## src/rtl/salts_pkg.sv

```systemverilog
package salts_pkg;
    localparam int ADDR_W  = 64;
    localparam int LB_W    = 13;
    localparam int SETS_W  = 7;
    localparam int WAYS_W  = 4;
    localparam int IDX_W   = 2;

    localparam logic [IDX_W-1:0] REG_LINE_BYTES = 2'd0;
    localparam logic [IDX_W-1:0] REG_SETS       = 2'd1;
    localparam logic [IDX_W-1:0] REG_WAYS       = 2'd2;

    typedef struct packed {
        logic [ADDR_W-1:0] quot;
        logic [LB_W-1:0]   rem;
    } div_res_t;
endpackage

```

## src/rtl/salts_div.sv

```systemverilog
// Restoring divider, one quotient bit per cycle.
module salts_div
    import salts_pkg::*;
(
    input  logic              clk,
    input  logic              rst_n,
    input  logic              start,
    input  logic [ADDR_W-1:0] dividend,
    input  logic [LB_W-1:0]   divisor,
    output logic              done,
    output div_res_t          res
);
    logic [ADDR_W-1:0] q_reg, q_next;
    logic [LB_W:0]     r_reg, r_next;
    logic [LB_W-1:0]   d_reg, d_next;
    logic [6:0]        cnt_reg, cnt_next;
    logic              busy_reg, busy_next;
    logic              done_reg, done_next;
    logic [LB_W:0]     shifted;

    always_comb
    begin
        q_next = q_reg;
        r_next = r_reg;
        d_next = d_reg;
        cnt_next = cnt_reg;
        busy_next = busy_reg;
        done_next = 1'b0;
        shifted = {r_reg[LB_W-1:0], q_reg[ADDR_W-1]};
        if (start)
        begin
            q_next = dividend;
            r_next = '0;
            d_next = divisor;
            cnt_next = '0;
            busy_next = 1'b1;
        end
        else if (busy_reg)
        begin
            if (shifted >= {1'b0, d_reg})
            begin
                r_next = shifted - {1'b0, d_reg};
                q_next = {q_reg[ADDR_W-2:0], 1'b1};
            end
            else
            begin
                r_next = shifted;
                q_next = {q_reg[ADDR_W-2:0], 1'b0};
            end
            cnt_next = cnt_reg + 7'd1;
            if (cnt_reg == 7'd63)
            begin
                busy_next = 1'b0;
                done_next = 1'b1;
            end
        end
    end

    always_ff @(posedge clk or negedge rst_n)
    begin
        if (!rst_n)
        begin
            busy_reg <= 1'b0;
            done_reg <= 1'b0;
            cnt_reg <= '0;
        end
        else
        begin
            busy_reg <= busy_next;
            done_reg <= done_next;
            cnt_reg <= cnt_next;
        end
    end

    always_ff @(posedge clk)
    begin
        q_reg <= q_next;
        r_reg <= r_next;
        d_reg <= d_next;
    end

    assign done = done_reg;
    assign res.quot = q_reg;
    assign res.rem = r_reg[LB_W-1:0];
endmodule

```

## config.mk

```make
export PLATFORM = sky130hd
export DESIGN_NAME = salts_div
export DESIGN_NICKNAME = d
export VERILOG_FILES = /design/src/rtl/salts_pkg.sv /design/src/rtl/salts_div.sv
export SDC_FILE = /design/constraint.sdc
export NUM_CORES = 1
export LEC_CHECK = 0
export ABC_CLOCK_PERIOD_IN_PS = 3200
export BUFFER_PORTS_ARGS = -buffer_cell sky130_fd_sc_hd__buf_4
export CAP_MARGIN = 5
export CORE_AREA = 2 2 103 105
export CTS_CLUSTER_DIAMETER = 120
export DETAILED_ROUTE_END_ITERATION = 6
export DIE_AREA = 0 0 105 107
export HOLD_SLACK_MARGIN = 0.15
export PLACE_DENSITY = 0.81
export SYNTH_ARGS = -nofsm -noshare
export SYNTH_HDL_FRONTEND = slang
export SYNTH_SLANG_ARGS = --single-unit
```

## constraint.sdc

```tcl
create_clock -name clk -period 3.2 [get_ports clk]
set_clock_uncertainty 0.2 [all_clocks]
set_input_delay 0.48 -clock clk [delete_from_list [all_inputs] [get_ports clk]]
set_output_delay 0.48 -clock clk [all_outputs]
set_load 0.03 [all_outputs]
```

==> results.sh, run 1 <==
export IMPL_path_max_fanout=14
export IMPL_min_period_ps=2865
export IMPL_antenna_found_initial=0
export IMPL_p_sw_frac=0.3639
export IMPL_n_fill_cell=793
export IMPL_r2r_cells=9
export IMPL_fmax_mhz=349.0
export IMPL_slew_headroom=0.5972
export IMPL_setup_tns_ps=0
export IMPL_finalHoldViolCount=0
export IMPL_status="completed"
export IMPL_ys_seq_area_frac=0.5853
export IMPL_via_per_inst=5.214
export IMPL_core_um2=10090
export IMPL_antenna_cells=0
export IMPL_start_kind="flip-flop"
export IMPL_die_area_um2=11240
export IMPL_fp_dieH_um=107
export IMPL_synth_edff_count=77
export IMPL_critical_path_class="reg -> reg"
export IMPL_synth_nets=449
export IMPL_synth_area_um2=4780
export IMPL_grt_max_degree=50
export IMPL_arrival_ps=2820
export IMPL_p_per_area_nw_per_um2=678.5
export IMPL_worst_slack_ps=335.0
export IMPL_drc_errors=0
export IMPL_clk_pin_slew_ps=110
export IMPL_grt_pass1_wl_um=17940
export IMPL_vias=3457
export IMPL_clk_latency_ps=390
export IMPL_p_leak_nw=2.754
export IMPL_end_kind="flip-flop"
export IMPL_cp_required_ps=3160
export IMPL_htree_levels=3
export IMPL_root_buffer="clkbuf_8"
export IMPL_clockBufferDepth=2
export IMPL_p_int_mw=2.780
export IMPL_cts_sinks=99
export IMPL_maxSlewViolCount=0
export IMPL_synth_avg_cell_area_um2=13.50
export IMPL_largest_reg_flops=64
export IMPL_rsz0062_at_grt="false"
export IMPL_tightest_slew_ps=604.3
export IMPL_antenna_left=0
export IMPL_nets=617
export IMPL_synthCells=354
export IMPL_dp_slack_ps=327.1
export IMPL_die_w_um=105
export IMPL_ys_ff_latch=99
export IMPL_p_sw_mw=1.591
export IMPL_hold_slack_ps=186.9
export IMPL_wl_um=11330
export IMPL_io_pins=158
export IMPL_syn_to_final_growth_pct=34.79
export IMPL_ys_types=47
export IMPL_cts_tree="yes"
export IMPL_place_congestion=0.8758
export IMPL_fin_crit_sh=0.8953
export IMPL_grt_pass1_vias=3643
export IMPL_port_buffers=157
export IMPL_cts_resized_gates=0
export IMPL_fin_area_um2=6442
export IMPL_synth_ff_type="edfxtp_1"
export IMPL_post_cts_setup_buffers=0
export IMPL_drv_cap=0
export IMPL_synth_async_reset_ratio=0.09091
export IMPL_irDropWorstVdd_mv=0.4024
export IMPL_overflow=0
export IMPL_drt_iter0_drc=137
export IMPL_ys_warn_count=0
export IMPL_dr_pass1_iters=4
export IMPL_placementRows=37
export IMPL_stdcell_count=663
export IMPL_pwr_share_clk=0.206
export IMPL_drive_gt1_frac=0.4839
export IMPL_dp_hpwl_um=7948
export IMPL_numPlacedInstances=633
export IMPL_grt_use_total=0.2060
export IMPL_initial_utilization=0.4736
export IMPL_placed_area_um2=6086
export IMPL_final_util=0.6384
export IMPL_hold_class="in -> reg"
export IMPL_setup_violations=0
export IMPL_sequentialPowerShare=0.400
export IMPL_wl_per_cell_um=17.08
export IMPL_total_power_mw=4.371
export IMPL_hold_depth=2
export IMPL_comb_power_share=0.393
export IMPL_cts_buffers=9
-- layer usage --
metal	vias to the layer above	track usage	wire length, um
li1	1652	-	-
met1	1664	0.2377	4568
met2	125	0.3446	5548
met3	16	0.09422	1029
met4	0	0.06190	179
met5	-	0	0
-- final cells by class --
class	instances	area [um2]	share of cell area
clock buffers	11	131.4	0.02039
clock inverters	5	85.08	0.01321
inverters	15	56.30	0.008740
multi-input cells	222	1841	0.2857
flip-flops and latches	99	2798	0.4343
well taps	136	170.2	0.02641
repair buffers	175	1361	0.2113
-- timing repair --
item,in CTS,in global routing
endpoints found under the hold margin,22,0
hold buffers,14,0
endpoints found under the setup margin,0,0
-- worst paths after layout --
check / from / slack (ps) / to
max: q_reg[63]$_DFFE_PP_ / 330 / q_reg[0]$_DFFE_PP_
min: dividend[3] / 190 / q_reg[3]$_DFFE_PP_
max reg2reg: q_reg[63]$_DFFE_PP_ / 330 / q_reg[0]$_DFFE_PP_
min reg2reg: r_reg[10]$_SDFFE_PP0P_ / 340 / r_reg[11]$_SDFFE_PP0P_
max in group asynchronous: rst_n / 2420 / cnt_reg[3]$_DFFE_PN0P_
min in group asynchronous: rst_n / 250 / cnt_reg[1]$_DFFE_PN0P_
-- cell families (layout without fill, tap and decap cells) --
group | Yosys count | count (layout) | share of synthesized area
compound gates | 50 | 50 | 0.08743
xor+xnor | 12 | 12 | 0.02199
fa+ha+maj | 15 | 15 | 0.04084
buf+inv | 33 | 206 | 0.02958
flops | 99 | 99 | 0.5853
mux | 67 | 67 | 0.1571
simple gates | 78 | 78 | 0.07775
-- placed cells by master, fill, tap and decap left out, types with 8 or more instances in the layout --
| cell type | count |
|---|---|
| a21oi_1 | 9 |
| a311oi_2 | 8 |
| buf_4 | 160 |
| clkbuf_8 | 9 |
| dfrtp_1 | 9 |
| dfxtp_1 | 13 |
| dlygate4sd3_1 | 14 |
| edfxtp_1 | 77 |
| ha_1 | 14 |
| inv_1 | 15 |
| mux2_2 | 64 |
| nand2_1 | 29 |
| nor2_1 | 22 |
| xor2_1 | 8 |
-- worst max-delay path, stage by stage, from the launching register on --
cell and delay, ps:
edfxtp_1 410, inv_1 80, ha_1 170, inv_1 60, fa_1 410, a21o_1 240, a221oi_2 360, a211o_2 210
nand2_2 180, mux2_2 320
-- Yosys cell counts (4+ instances only) --
library cell,n,share of area
nand4_1,4,0.0052
nor2_1,22,0.017
edfxtp_1,77,0.48
mux2_2,64,0.15
nand3_1,4,0.0042
a311oi_2,8,0.025
o21ai_0,5,0.0052
xor2_1,8,0.015
ha_1,14,0.037
xnor2_1,4,0.0073
nand2b_1,5,0.0065
a311oi_1,4,0.0073
clkbuf_1,13,0.010
dfrtp_1,9,0.047
a21oi_1,9,0.0094
dfxtp_1,13,0.054
inv_1,15,0.012
nand2_1,29,0.023
a21o_1,5,0.0079
-- power by group through the flow --
stage	clock (mW)	combinational [mW]	sequential (mW)
after global routing	0.976	1.85	1.78
after global placement	0	1.67	1.77
after detailed placement	0	1.70	1.77
final	0.902	1.72	1.75
after floorplan	0	0.880	2.09
after CTS	0.928	1.72	1.75
(Power assumes the default switching activity.)
==> run 2: changes to the inputs <==
--- a/config.mk
+++ b/config.mk
@@ -8,12 +8,13 @@
 export ABC_CLOCK_PERIOD_IN_PS = 3200
 export BUFFER_PORTS_ARGS = -buffer_cell sky130_fd_sc_hd__buf_4
 export CAP_MARGIN = 5
-export CORE_AREA = 2 2 103 105
+export CORE_AREA = 2 2 100 102
 export CTS_CLUSTER_DIAMETER = 120
 export DETAILED_ROUTE_END_ITERATION = 6
-export DIE_AREA = 0 0 105 107
+export DIE_AREA = 0 0 102 104
 export HOLD_SLACK_MARGIN = 0.15
-export PLACE_DENSITY = 0.81
+export MAX_ROUTING_LAYER = met4
+export PLACE_DENSITY = 0.85
 export SYNTH_ARGS = -nofsm -noshare
 export SYNTH_HDL_FRONTEND = slang
 export SYNTH_SLANG_ARGS = --single-unit
==> results.sh, run 2 (synthesized netlist as in run 1, its figures left out) <==
export IMPL_fmax_mhz=341.5
export IMPL_clk_pin_slew_ps=100
export IMPL_antenna_cells=0
export IMPL_clk_latency_ps=380
export IMPL_placementRows=36
export IMPL_fin_crit_sh=0.9151
export IMPL_irDropWorstVdd_mv=0.4053
export IMPL_cts_buffers=9
export IMPL_cts_sinks=99
export IMPL_r2r_cells=9
export IMPL_die_area_um2=10610
export IMPL_wl_um=10960
export IMPL_largest_reg_flops=64
export IMPL_start_kind="flip-flop"
export IMPL_worst_slack_ps=271.8
export IMPL_drt_iter0_drc=154
export IMPL_reg2reg_slack_ps=270
export IMPL_arrival_ps=2860
export IMPL_r2r_start="q_reg[63]$_DFFE_PP_"
export IMPL_dp_hpwl_um=7738
export IMPL_finalHoldViolCount=0
export IMPL_tightest_slew_ps=504.0
export IMPL_hold_depth=2
export IMPL_dr_pass1_iters=4
export IMPL_syn_to_final_growth_pct=34.48
export IMPL_grt_max_degree=65
export IMPL_cts_resized_gates=0
export IMPL_whs_endpoint="q_reg[16]$_DFFE_PP_"
export IMPL_vias=3460
export IMPL_worstHoldStart="dividend[16]"
export IMPL_end_kind="flip-flop"
export IMPL_antenna_left=0
export IMPL_wl_per_cell_um=16.60
export IMPL_drv_cap=0
export IMPL_port_buffers=157
export IMPL_r2r_end="q_reg[0]$_DFFE_PP_"
export IMPL_overflow=0
export IMPL_status="completed"
export IMPL_fp_dieH_um=104
export IMPL_use_met2=0.3590
export IMPL_grt_busiest_layer="met2"
export IMPL_postCtsHoldBufs=14
export IMPL_layout_commonest_cell="buf_4"
export IMPL_setup_tns_ps=0
export IMPL_hold_class="in -> reg"
export IMPL_min_period_ps=2928
export IMPL_rsz0062_at_grt="false"
export IMPL_htree_levels=3
export IMPL_io_pins=158
export IMPL_die_w_um=102
export IMPL_nets=617
export IMPL_core_um2=9549
export IMPL_setup_violations=0
export IMPL_path_max_fanout=14
export IMPL_root_buffer="clkbuf_8"
export IMPL_via_per_inst=5.242
export IMPL_cp_required_ps=3130
export IMPL_grt_pass1_wl_um=17550
export IMPL_worstPathCellList="inv_1, ha_1, inv_1, fa_1, a21o_1, a221oi_2, a211o_2, nand2_2, mux2_2"
export IMPL_grt_pass1_vias=3644
export IMPL_slew_headroom=0.6640
export IMPL_cp_slowest_stage_delay_ps=430
export IMPL_place_congestion=0.8902
export IMPL_cts_tree="yes"
export IMPL_drc_errors=0
export IMPL_critPathLaunch="q_reg[63]$_DFFE_PP_"
export IMPL_crit_top_cell="inv_1"
export IMPL_met1_usage=0.2592
export IMPL_maxSlewViolCount=0
export IMPL_grt_use_total=0.2218
export IMPL_cpMaxStageDelayCell="edfxtp_1"
export IMPL_p_per_area_nw_per_um2=665.5
export IMPL_total_power_mw=4.278
export IMPL_p_leak_nw=2.753
export IMPL_n_fill_cell=718
export IMPL_clockBufferDepth=2
export IMPL_critical_path_class="reg -> reg"
export IMPL_grt_util_met3=0.08669
export IMPL_antenna_found_initial=0
export IMPL_drive_gt1_frac=0.4839
export IMPL_post_cts_setup_buffers=0
export IMPL_dp_slack_ps=320.9
export IMPL_initial_utilization=0.5005
export IMPL_final_cell_mix="159 x buf_4, 77 x edfxtp_1, 64 x mux2_2"
[run 2: cell types whose count changed in the layout (fill, tap and decap cells not counted)]
cell,change
buf_12,+1
clkinv_2,+1
bufinv_16,-1
inv_6,+1
buf_4,-1
clkinvlp_4,-1
[run 2: area by class of cell]
class	instances	area, um2	area share
Sequential cell	99	2798	0.4353
Multi-Input combinational cell	222	1841	0.2864
Timing Repair Buffer	175	1374	0.2137
Tap cell	133	166.4	0.02589
Clock buffer	11	131.4	0.02044
Clock inverter	5	61.31	0.009539
Inverter	15	56.30	0.008760
[run 2: critical path: cells and delay by family, from the launching register on]
| kind | cells | cell delay, ps |
|---|---|---|
| DFF | 1 | 430 |
| and+or+nand+nor | 1 | 190 |
| adders and majority gates | 2 | 570 |
| AOI/OAI and AO/OA | 3 | 810 |
| buffers and inverters | 2 | 140 |
| muxes | 1 | 330 |
[run 2: metal layers]
layer / part of all wire / vias up
met4: 0.0087 / 0
met5: 0 / -
met3: 0.074 / 11
met2: 0.50 / 124
met1: 0.42 / 1670
li1: - / 1655
[run 2: stage by stage]
stage | hold WS [ps] | area (um2) | instances | util
after floorplan | -15.59 | 4780 | 354 | -
after global placement | 106.0 | 6095 | 630 | 0.6382
after detailed placement | 113.3 | 6095 | 630 | 0.6382
after CTS | 166.4 | 6427 | 660 | 0.6731
after global routing | 160.8 | 6427 | 660 | 0.6731
final | 190.2 | 6427 | 660 | 0.6731
[run 2: report_power, final]
| group | switching, mW | total (mW) | internal [mW] | leakage (nW) |
|---|---|---|---|---|
| Sequential | 0.156 | 1.75 | 1.59 | 1.03 |
| Combinational | 0.975 | 1.72 | 0.741 | 1.62 |
| Clock | 0.443 | 0.811 | 0.368 | 0.0983 |
| Total | 1.57 | 4.28 | 2.70 | 2.75 |
[run 2: worst max path at each step]
| stage | end | slack, ps | depth (start not counted) |
|---|---|---|---|
| 6_report | q_reg[0]$_DFFE_PP_ | 270 | 9 |
| 3_3_place_gp | q_reg[0]$_DFFE_PP_ | 420 | 9 |
| 5_1_grt | q_reg[0]$_DFFE_PP_ | 130 | 9 |
| 2_1_floorplan | q_reg[0]$_DFFE_PP_ | 350 | 10 |
| 4_1_cts | q_reg[0]$_DFFE_PP_ | 300 | 9 |
| 3_5_place_dp | q_reg[0]$_DFFE_PP_ | 320 | 9 |
